[config.mk]
export PLATFORM = sky130hd
export DESIGN_NAME = decimal_digit_serial_alu_unit
export DESIGN_NICKNAME = d
export VERILOG_FILES = /design/src/hdl/dcalu_pkg.sv /design/src/hdl/dcalu_div.sv /design/src/hdl/decimal_digit_serial_alu.sv
export SDC_FILE = /design/constraint.sdc
export NUM_CORES = 1
export LEC_CHECK = 0
export BUFFER_PORTS_ARGS = -buffer_cell sky130_fd_sc_hd__buf_2
export CORE_MARGIN = 8
export CORE_UTILIZATION = 38
export DETAILED_ROUTE_END_ITERATION = 16
export PLACE_DENSITY = 0.66
export SLEW_MARGIN = 20
export SYNTH_ARGS = -nofsm -noshare
export SYNTH_HDL_FRONTEND = slang
export SYNTH_SLANG_ARGS = --single-unit
[constraint.sdc]
create_clock -name aclk -period 9 [get_ports aclk]
set_input_delay 0.45 -clock aclk [delete_from_list [all_inputs] [get_ports aclk]]
set_output_delay 0.45 -clock aclk [all_outputs]
set_load 0.03 [all_outputs]
[src/hdl/dcalu_pkg.sv]
`default_nettype none

package dcalu_pkg;

    // operation codes on s_action
    localparam logic [1:0] ACT_ADD = 2'd0;
    localparam logic [1:0] ACT_SUB = 2'd1;
    localparam logic [1:0] ACT_DIV = 2'd2;

    localparam int DEC_BASE = 10;
    // floor(s * 205 / 2048) == floor(s / 10) for every s below 1024
    localparam logic [15:0] DEC_RECIP = 16'd205;
    localparam int DEC_RECIP_SHIFT = 11;

    localparam int DIGIT_W = 8;
    localparam int DIV_W = 16;
    // remainder * 10 + digit needs 20 bits
    localparam int OP_W = 20;
    localparam int DIV_BITS_PER_CYCLE = 4;
    localparam int DIV_CYCLES = OP_W / DIV_BITS_PER_CYCLE;
    localparam int DIV_CNT_W = $clog2(DIV_CYCLES);

    typedef enum logic [1:0] {
        ST_IDLE,
        ST_DIV,
        ST_DONE
    } state_t;

    typedef struct packed {
        logic            done;
        logic [OP_W-1:0] quo;
        logic [DIV_W-1:0] rem;
    } div_res_t;

endpackage

`default_nettype wire

[src/hdl/dcalu_div.sv]
`default_nettype none

module dcalu_div (
    input  wire logic                      aclk,
    input  wire logic                      aresetn,
    input  wire logic                      start,
    input  wire logic [dcalu_pkg::OP_W-1:0]  op,
    input  wire logic [dcalu_pkg::DIV_W-1:0] divisor,
    output dcalu_pkg::div_res_t            res
);
    import dcalu_pkg::*;

    logic                 busy_reg;
    logic                 done_reg;
    logic [DIV_CNT_W-1:0] cnt_reg;
    logic [DIV_W-1:0]     rem_reg;
    logic [OP_W-1:0]      quo_reg;
    logic [DIV_W-1:0]     dvs_reg;
    logic [DIV_W-1:0]     rem_next;
    logic [OP_W-1:0]      quo_next;

    // restoring division, a few quotient bits per cycle; quo_reg shifts the
    // dividend out at the top and the quotient in at the bottom
    always_comb begin
        logic [DIV_W:0]  r;
        logic [OP_W-1:0] q;
        r = {1'b0, rem_reg};
        q = quo_reg;
        for (int i = 0; i < DIV_BITS_PER_CYCLE; i++) begin
            r = {r[DIV_W-1:0], q[OP_W-1]};
            q = {q[OP_W-2:0], 1'b0};
            if (r >= {1'b0, dvs_reg}) begin
                r = r - {1'b0, dvs_reg};
                q[0] = 1'b1;
            end
        end
        rem_next = r[DIV_W-1:0];
        quo_next = q;
    end

    always_ff @(posedge aclk) begin
        if (!aresetn) begin
            busy_reg <= 1'b0;
            done_reg <= 1'b0;
            cnt_reg  <= '0;
        end else begin
            done_reg <= 1'b0;
            if (start) begin
                busy_reg <= 1'b1;
                cnt_reg  <= '0;
            end else if (busy_reg) begin
                cnt_reg <= cnt_reg + 1'b1;
                if (cnt_reg == DIV_CNT_W'(DIV_CYCLES - 1)) begin
                    busy_reg <= 1'b0;
                    done_reg <= 1'b1;
                end
            end
        end
    end

    always_ff @(posedge aclk) begin
        if (start) begin
            rem_reg <= '0;
            quo_reg <= op;
            dvs_reg <= divisor;
        end else if (busy_reg) begin
            rem_reg <= rem_next;
            quo_reg <= quo_next;
        end
    end

    assign res.done = done_reg;
    assign res.quo  = quo_reg;
    assign res.rem  = rem_reg;

endmodule

`default_nettype wire

[src/hdl/decimal_digit_serial_alu.sv]
// Digit-serial decimal add / subtract / divide-by-integer unit.
// Input channel s_*: one digit position per transfer (action, first flag,
// a digit, b digit). Add and subtract take digits least significant first,
// divide takes them most significant first. A set first flag clears the
// carry and the running remainder before the digit is used.
// Result channel m_*: one result per input transfer, in order.
// divisor_we / divisor_wdata write the divisor; write it only between
// operations. Reset sets the divisor to 1 and clears carry and remainder.
// Add, subtract and unused codes go from the input transfer into the
// working result register, then into the output register. Divide runs a
// restoring divider, 4 quotient bits per cycle over the 20-bit dividend,
// into the working result; a zero divisor skips the divider. A new
// item is taken only once the last result is in the output register.
// The result sits in an output register separate from the working result,
// so the next item is taken while m_ready is low; when the receiver stalls,
// the finished working result holds until the output register frees up.
`default_nettype none

module decimal_digit_serial_alu_unit (
    input  wire logic                           aclk,
    input  wire logic                           aresetn,
    input  wire logic                           divisor_we,
    input  wire logic [dcalu_pkg::DIV_W-1:0]    divisor_wdata,
    input  wire logic                           s_valid,
    output logic                                s_ready,
    input  wire logic [1:0]                     s_action,
    input  wire logic                           s_first,
    input  wire logic [dcalu_pkg::DIGIT_W-1:0]  s_a_digit,
    input  wire logic [3:0]                     s_b_digit,
    output logic                                m_valid,
    input  wire logic                           m_ready,
    output logic [dcalu_pkg::DIGIT_W-1:0]       m_result_digit,
    output logic                                m_carry_out,
    output logic [dcalu_pkg::DIV_W-1:0]         m_remainder_out
);
    import dcalu_pkg::*;

    state_t             state_reg, state_next;
    logic [DIV_W-1:0]   divisor_reg;
    logic               carry_reg;
    logic [DIV_W-1:0]   rem_reg;
    logic [DIGIT_W-1:0] p_digit_reg;
    logic               p_carry_reg;
    logic [DIV_W-1:0]   p_rem_reg;
    logic               m_valid_reg;
    logic [DIGIT_W-1:0] m_digit_reg;
    logic               m_carry_reg;
    logic [DIV_W-1:0]   m_rem_reg;

    logic               take;
    logic               div_start;
    logic               out_load;
    div_res_t           div_res;

    logic               c_eff;
    logic [DIV_W-1:0]   rem_eff;
    logic [8:0]         add_sum;
    logic [15:0]        add_prod;
    logic [4:0]         add_quo;
    logic [8:0]         add_rem;
    logic               add_carry;
    logic [4:0]         sub_amt;
    logic               sub_borrow;
    logic [DIGIT_W-1:0] sub_digit;
    logic [OP_W-1:0]    div_op;
    logic [DIGIT_W-1:0] div_digit;
    logic               div_zero;

    assign c_eff   = s_first ? 1'b0 : carry_reg;
    assign rem_eff = s_first ? '0 : rem_reg;

    // add: digit = sum mod 10 through a reciprocal multiply
    assign add_sum   = {1'b0, s_a_digit} + {5'b0, s_b_digit} + {8'b0, c_eff};
    assign add_prod  = {7'b0, add_sum} * DEC_RECIP;
    assign add_quo   = add_prod[DEC_RECIP_SHIFT +: 5];
    assign add_rem   = add_sum - ({4'b0, add_quo} * 9'(DEC_BASE));
    assign add_carry = add_sum >= 9'(DEC_BASE);

    assign sub_amt    = {1'b0, s_b_digit} + {4'b0, c_eff};
    assign sub_borrow = s_a_digit < {3'b0, sub_amt};
    assign sub_digit  = sub_borrow ? s_a_digit + 8'(DEC_BASE) - {3'b0, sub_amt}
                                   : s_a_digit - {3'b0, sub_amt};

    // remainder * 10 + digit
    assign div_op = ({4'b0, rem_eff} << 3) + ({4'b0, rem_eff} << 1)
                  + {12'b0, s_a_digit};
    assign div_zero  = divisor_reg == '0;
    assign div_digit = (|div_res.quo[OP_W-1:DIGIT_W]) ? '1 : div_res.quo[DIGIT_W-1:0];

    dcalu_div u_div (
        .aclk    (aclk),
        .aresetn (aresetn),
        .start   (div_start),
        .op      (div_op),
        .divisor (divisor_reg),
        .res     (div_res)
    );

    always_comb begin
        state_next = state_reg;
        s_ready    = 1'b0;
        div_start  = 1'b0;
        out_load   = 1'b0;
        unique case (state_reg)
            ST_IDLE: begin
                s_ready = 1'b1;
                if (s_valid) begin
                    if (s_action == ACT_DIV && !div_zero) begin
                        div_start  = 1'b1;
                        state_next = ST_DIV;
                    end else begin
                        state_next = ST_DONE;
                    end
                end
            end
            ST_DIV: begin
                if (div_res.done) begin
                    state_next = ST_DONE;
                end
            end
            ST_DONE: begin
                if (!m_valid_reg || m_ready) begin
                    out_load   = 1'b1;
                    state_next = ST_IDLE;
                end
            end
            default: state_next = ST_IDLE;
        endcase
    end

    assign take = s_valid && s_ready;

    always_ff @(posedge aclk) begin
        if (!aresetn) begin
            state_reg   <= ST_IDLE;
            divisor_reg <= DIV_W'(1);
            carry_reg   <= 1'b0;
            rem_reg     <= '0;
            m_valid_reg <= 1'b0;
        end else begin
            state_reg <= state_next;
            if (divisor_we) begin
                divisor_reg <= divisor_wdata;
            end
            if (take) begin
                case (s_action)
                    ACT_ADD: begin
                        carry_reg <= add_carry;
                        rem_reg   <= rem_eff;
                    end
                    ACT_SUB: begin
                        carry_reg <= sub_borrow;
                        rem_reg   <= rem_eff;
                    end
                    ACT_DIV: begin
                        carry_reg <= c_eff;
                        rem_reg   <= div_zero ? '0 : rem_eff;
                    end
                    default: ;
                endcase
            end
            if (state_reg == ST_DIV && div_res.done) begin
                rem_reg <= div_res.rem;
            end
            if (out_load) begin
                m_valid_reg <= 1'b1;
            end else if (m_ready) begin
                m_valid_reg <= 1'b0;
            end
        end
    end

    always_ff @(posedge aclk) begin
        if (take) begin
            case (s_action)
                ACT_ADD: begin
                    p_digit_reg <= {4'b0, add_rem[3:0]};
                    p_carry_reg <= add_carry;
                    p_rem_reg   <= '0;
                end
                ACT_SUB: begin
                    p_digit_reg <= sub_digit;
                    p_carry_reg <= sub_borrow;
                    p_rem_reg   <= '0;
                end
                ACT_DIV: begin
                    p_digit_reg <= '1;
                    p_carry_reg <= 1'b0;
                    p_rem_reg   <= '0;
                end
                default: begin
                    p_digit_reg <= '0;
                    p_carry_reg <= 1'b0;
                    p_rem_reg   <= '0;
                end
            endcase
        end else if (state_reg == ST_DIV && div_res.done) begin
            p_digit_reg <= div_digit;
            p_carry_reg <= 1'b0;
            p_rem_reg   <= div_res.rem;
        end
        if (out_load) begin
            m_digit_reg <= p_digit_reg;
            m_carry_reg <= p_carry_reg;
            m_rem_reg   <= p_rem_reg;
        end
    end

    assign m_valid         = m_valid_reg;
    assign m_result_digit  = m_digit_reg;
    assign m_carry_out     = m_carry_reg;
    assign m_remainder_out = m_rem_reg;

endmodule

`default_nettype wire

==> reports/qor_table.md, run 1 <==
| Result | Value |
|---|---|
| Compound-Gate Fraction of Synth Area | 18.30% |
| WS Path Type | flop to flop |
| Number of remaining DRC errors | 0 |
| Number of flip-flops under the largest register name | 20 |
| Path type of the worst min-delay path | input pin to flop |
| Synth cell types | 70 |
| Timing endpoint of the critical path | u_div.rem_reg[12] |
| R2r worst-path depth | 38 |
| Total buffers and inverters traversed by the critical path | 6 |
| Required time worst endpoint | 9.33 ns |
| Net count after synthesis | 1549 |
| Site Rows | 65 |
| Clock sinks | 143 |
| Final HPWL DP | 27.95 mm |
| Worst path max stage delay | 0.57 ns |
| Worst setup SP type | flop |
| Largest net degree at the start of global routing | 56 |
| Final period util | 97.38% |
| Width of the die | 195.2 µm |
| Sequential cell area fraction in the yosys report | 29.21% |
| Final core occ | 46.61% |
| Worst path most repeated cell | a21oi_2 |
| Fraction of synthesized cell area taken by the top area cell type | 17.23% |
| Vias in the first global route | 10024 |
| Number of slew-limit violations in the final report | 0 |
| Worst max-slew margin expressed relative to the limit | 44.34% |
| Top flip-flop cell by instance count after synthesis | dfxtp_1 |
| Die H | 195.2 µm |
| Number of warning messages in the yosys log | 0 |
| Clock transition at path regs | 0.06 ns |
| Count of endpoints failing hold in the final timing report | 0 |
| Async set-or-reset flop fraction in the synthesized netlist | 0% |
| Reg2Reg Launch Point | u_div.dvs_reg[3] |
| Mean instance size in the synthesized netlist | 9.269 µm² |
| Top area cells in the synthesized netlist | edfxtp_1 (17%), ha_1 (17%), dfxtp_1 (12%) |
| Library cell occupying the most area in the post-synthesis netlist | edfxtp_1 |
| Wire length of the first global-routing pass | 54.81 mm |
| Synth-to-Final Area Change | 20.57% |
| Count of mapped cells out of synthesis | 1316 |
| Commonest non-fill, non-tap cell in the layout | ha_1 |
| IO Pins | 63 |
| Adder-cell area share of the yosys netlist | 22.05% |
| Commonest non-fill, non-tap cells in the layout | ha_1 (144), inv_1 (124), buf_4 (95) |
| Number of synthesized flops with an enable pin | 70 |
| Setup violations, final | 0 |
| Tightest hold margin | 0.2393 ns |
| Cts-stage hold buffer count | 0 |
| Total stage count of the critical path | 38 |
| Fraction of final layout cells sized beyond drive strength 1 | 21.56% |
| Wire length after detailed routing | 35.47 mm |
| Antenna-violating nets left | 0 |
| Run status | complete, no violations |
| Worst clock skew on the final layout | 0.01547 ns |
| Portion of netlist area occupied by mux cells | 4.195% |
| Setup slack, reg-to-reg | 0.24 ns |
| Quantity of I/O buffers inserted on ports | 62 |
| Post-synthesis register bit count | 143 |
| Num CTS Buffers | 17 |
| Final antenna diode count | 0 |
| Endpoint of the most critical register-to-register path | u_div.rem_reg[12] |
| Starting density of the core | 38.66% |
| Global-route total usage across every layer | 17.99% |
| Xor/xnor cell area share of the yosys netlist | 6.031% |
| CTS tree | yes |
| Post-Synth Simple-Gate Area | 15.03% |
| Wire length per cell after detailed routing | 18.90 µm |
| Worst-path maximum fanout | 8 |
| Cell with the largest stage delay on the worst path | or4_4 |
| Antenna violations before repair | 0 |
| Worst setup path startpoint | u_div.dvs_reg[3] |
| First DRT Iteration DRCs | 738 |
| Last weighted congestion value of the routability-driven placer | 0.9457 |
| Placeable core area | 31560 µm² |
| Max H-tree Level | 4 |
| Clock network latency to the later pin of the worst-skew pair | 0.44 ns |
| Cell area after synthesis | 12200 µm² |
| Critical Path AT | 9.09 ns |
| Final net count | 1695 |
| Max Clock Freq | 114.1 MHz |
| Period minus WS final | 8.765 ns |
| Tightest Pin Transition | 0.8341 ns |
| Library cell used as clock root buffer | clkbuf_16 |
| Via total after detailed routing | 10427 |
| Max-Cap Viols | 0 |
| Largest family of logic cells by synthesized area | adder cells |
| Nature of the critical path endpoint | flop |
| Drt first pass iters | 7 |
| Detail-routed via count per cell | 5.555 |
| Kind of cell adding the most delay to the critical path | compound AO/OA/AOI/OAI gates |
| Congestion Overflow GR | 0 |
| Die footprint | 38090 µm² |
| Largest buffer count on any clock path | 2 |
## synthesized netlist by cell type, drive strengths merged, types with 4 or more instances
cell type,number
nor2,66
o21a,21
and3,10
buf,8
nand4,14
edfxtp,70
dfxtp,73
a211oi,8
nor3,17
o31ai,13
inv,126
nor2b,61
o21ai,68
xor2,29
a221oi,4
nor4,10
mux2,25
ha,167
a21boi,7
o211ai,9
a31oi,12
nand3b,12
nand2,76
nand3,26
mux2i,23
fa,30
a21o,24
a22o,16
or2,11
clkbuf,29
or3,6
xnor2,55
nor3b,9
a31o,14
o41ai,7
a41oi,4
a22oi,16
nand2b,15
a21oi,73
o21bai,11
and2,7
a211o,5
## layout make-up
class	instances	area (µm²)
Multi-Input combinational cell	1012	8467
Inverter	126	473.0
Fill cell	2944	16850
Clock buffer	17	425.4
Clock inverter	15	192.7
Timing Repair Buffer	162	1082
Tap cell	402	503.0
Sequential cell	143	3563
## metrics by stage
step           worst slack [ns]  area (µm²)  cells  setup TNS, ns
3_3_place_gp           -0.03902       13530   1832       -0.03902
4_1_cts                 0.04100       14170   1865              0
5_1_grt                -0.02307       14710   1877       -0.02527
2_1_floorplan           0.02018       12210   1316              0
3_5_place_dp            -0.1915       13530   1832         -1.216
6_report                 0.2354       14710   1877              0
## metal layers
| layer | share of wire [%] | routed length (µm) | GRT usage, % | vias up |
|---|---|---|---|---|
| met5 | 0 | 0 | 0 | - |
| met4 | 3.5 | 1242 | 8.029 | 0 |
| li1 | - | - | - | 5043 |
| met3 | 6.6 | 2335 | 2.940 | 71 |
| met2 | 46 | 16160 | 28.97 | 384 |
| met1 | 44 | 15730 | 23.46 | 4929 |
## timing repair
item / in CTS / in global routing
resized for setup: 5 / 85
pin swaps: 0 / 23
endpoints found under the setup margin: 16 / 17
cloned: 0 / 3
setup buffers: 1 / 9
## kinds of logic (layout without fill, tap and decap cells)
family,count (synthesis),in the layout
simple gates,349,351
compound gates,332,332
fa+ha+maj,197,197
buf+inv,163,320
flops,143,143
xor+xnor,84,84
mux,48,48
## worst register-to-register path: cells and delay by family (launching register included)
family | cells | cell delay, ns
multiplexers | 3 | 1.01
AO/OA/AOI/OAI | 20 | 3.79
buffers and inverters | 6 | 0.88
flip-flops | 1 | 0.32
adder cells (fa/ha/maj) | 4 | 1.23
AND/OR/NAND/NOR | 5 | 1.43
## worst min path at each step
stage	start	end	slack (ns)	cells after the start
6_report	divisor_wdata[0]	divisor_reg[0]	0.24	3
5_1_grt	divisor_wdata[0]	divisor_reg[0]	0.24	3
4_1_cts	divisor_wdata[0]	divisor_reg[0]	0.23	3
3_5_place_dp	p_digit_reg[5]	m_result_digit[5]	0.41	0
3_3_place_gp	p_digit_reg[7]	m_result_digit[7]	0.41	0
2_1_floorplan	p_carry_reg	m_carry_out	0.40	0
Power of run 1 is left out: the tool's default activity adds up to more than one toggle a clock period on the data nets, which glitch-free logic cannot reach.
==> run 2: changes to the inputs <==
Settings changed: PLACE_DENSITY 0.66 to 0.64, RECOVER_POWER set to 100.
==> run 2 against run 1 <==
- the run now ends with max-capacitance violations, max-slew violations left
- clock skew is 0.0022 ns lower
- cell count increased by 0.32%
- critical path depth shrank 1
- sequential share of layout area up 0.41 points
- clock-buffer cell count increased by 1
- design area down 1.7%
- critical path type unchanged
- critical endpoint unchanged
- largest cell class unchanged
==> reports/qor_table.md, run 2 (synthesized netlist as in run 1, its figures left out) <==
| Result | Value |
|---|---|
| Worst path max stage delay | 0.60 ns |
| Count of endpoints failing hold in the final timing report | 0 |
| Critical Path AT | 9.00 ns |
| Antenna violations before repair | 0 |
| Sequential power share | 12.5% |
| First DRT Iteration DRCs | 694 |
| Max H-tree Level | 4 |
| Clock transition at path regs | 0.07 ns |
| Internal power contribution | 3350 µW |
| Worst max-slew margin expressed relative to the limit | -31.32% |
| Switching Power | 3063 µW |
| Number of remaining DRC errors | 0 |
| Wire length per cell after detailed routing | 18.88 µm |
| Final HPWL DP | 28.54 mm |
| Worst IR Drop VDD | 0.2704 mV |
| Tightest hold margin | 0.2275 ns |
| Worst path most repeated cell | ha_1 |
| Nature of the critical path endpoint | flop |
| Fraction of final layout cells sized beyond drive strength 1 | 17.62% |
| Cts-stage hold buffer count | 0 |
| Part of the total power dissipated in combinational logic | 76.2% |
| Commonest non-fill, non-tap cell in the layout | ha_1 |
| Tightest Pin Transition | 1.966 ns |
| Max Clock Freq | 115.4 MHz |
| Largest buffer count on any clock path | 2 |
| Vias in the first global route | 10053 |
| Post-placement setup slack | 0.05992 ns |
| Die H | 195.2 µm |
| Quantity of I/O buffers inserted on ports | 62 |
| Net switching share of the total power | 47.76% |
| Pwr per Cell Area | 443.4 nW/µm² |
| Clock network fraction of total power | 11.3% |
| Via total after detailed routing | 10273 |
| Commonest non-fill, non-tap cells in the layout | ha_1 (159), inv_1 (126), buf_4 (103) |
| Antenna-violating nets left | 0 |
| Worst-path maximum fanout | 7 |
| Kind of cell adding the most delay to the critical path | simple AND/OR/NAND/NOR gates |
| Leakage | 0.006466 µW |
| Path type of the worst min-delay path | input pin to flop |
| Die footprint | 38090 µm² |
| Number of slew-limit violations in the final report | 66 |
| Max-Cap Viols | 2 |
| Width of the die | 195.2 µm |
| Setup slack, reg-to-reg | 0.33 ns |
| Number of flip-flops under the largest register name | 20 |
| Required time worst endpoint | 9.33 ns |
| Total power draw | 6414 µW |
| Run status | complete, but fails checks |
| Final antenna diode count | 0 |
| Clock sinks | 143 |
| Detail-routed via count per cell | 5.456 |
| Num CTS Buffers | 17 |
| Post-route worst setup slack | 0.3308 ns |
| Number of filler instances in the final layout | 3050 |
| Wire length after detailed routing | 35.55 mm |
| Site Rows | 65 |
| Clock network latency to the later pin of the worst-skew pair | 0.44 ns |
| Library cell used as clock root buffer | clkbuf_16 |
| Wire length of the first global-routing pass | 55.42 mm |
| IO Pins | 63 |
| Final period util | 96.32% |
| Setup violations, final | 0 |
| Period minus WS final | 8.669 ns |
| Placeable core area | 31560 µm² |
| Final net count | 1701 |
| Worst clock skew on the final layout | 0.01322 ns |
| CTS tree | yes |
| Last weighted congestion value of the routability-driven placer | 0.9375 |
| Drt first pass iters | 4 |
| Violations in the final reports | max-capacitance violations, max-slew violations |
| WS Path Type | flop to flop |
| Total buffers and inverters traversed by the critical path | 3 |
| Synth-to-Final Area Change | 18.58% |
| Cell with the largest stage delay on the worst path | or4_4 |
| Congestion Overflow GR | 0 |
| Largest net degree at the start of global routing | 56 |
| Global-route total usage across every layer | 18.33% |
| Worst setup SP type | flop |
| Starting density of the core | 38.66% |
[run 2: cell types whose count changed in the layout (fill, tap and decap cells not counted), sizes merged]
cell / delta
and3b: -1
inv: -3
clkinvlp: +1
or4: -1
clkbuf: +32
buf: -23
clkinv: +1
[run 2: cell type report]
| class | count | area, µm² | area share [%] |
|---|---|---|---|
| Inverter | 126 | 473.0 | 3.270 |
| Timing Repair Buffer | 170 | 1095 | 7.569 |
| Clock inverter | 14 | 157.7 | 1.090 |
| Clock buffer | 18 | 429.2 | 2.967 |
| Sequential cell | 143 | 3563 | 24.64 |
| Tap cell | 402 | 503.0 | 3.477 |
| Multi-Input combinational cell | 1010 | 8243 | 56.99 |
[run 2: through the flow]
step	instances	util (%)	area, µm²	setup TNS, ns
after floorplan	1316	-	12210	0
after global placement	1840	43.06	13590	0
after detailed placement	1840	43.06	13590	0
after CTS	1872	44.92	14170	0
after global routing	1883	45.84	14460	-0.06085
final	1883	45.84	14460	0
[run 2: worst reg2reg max path: cells and delay by family (launching register included)]
kind / cells / cell delay [ns]
adders and majority gates: 4 / 1.16
muxes: 3 / 0.93
xor gates and xnor gates: 1 / 0.09
AOI/OAI and AO/OA: 16 / 2.78
and+or+nand+nor: 10 / 2.83
buffers and inverters: 3 / 0.39
DFF: 1 / 0.37
[run 2: final timing paths]
path                          from                 to  depth (start not counted)
hold reg to reg     p_digit_reg[7]  m_result_digit[7]                          0
hold / removal    divisor_wdata[0]     divisor_reg[0]                          3
setup / recovery  u_div.dvs_reg[4]  u_div.rem_reg[12]                         37
setup reg to reg  u_div.dvs_reg[4]  u_div.rem_reg[12]                         37
[run 2: repair_timing]
action,4_1_cts,5_1_grt
endpoints found under the setup margin,0,17
buffers inserted,0,11
resized for setup,0,55
[run 2: power by group through the flow]
stage | logic (µW) | clock network, µW | registers, µW
floorplan | 3000 | 0 | 811
global placement | 4470 | 0 | 816
detailed placement | 4470 | 0 | 817
CTS | 4510 | 733 | 803
global route | 5310 | 761 | 808
finish | 4880 | 724 | 805
[run 2: layer usage]
metal	GRT usage, %	wire length, µm	vias to the layer above
met5	0	0	-
met4	5.081	851	0
met3	2.906	1831	49
met2	30.57	16540	321
met1	24.28	16320	4857
li1	-	-	5046
No activity file was read; power rests on OpenSTA's default activity.
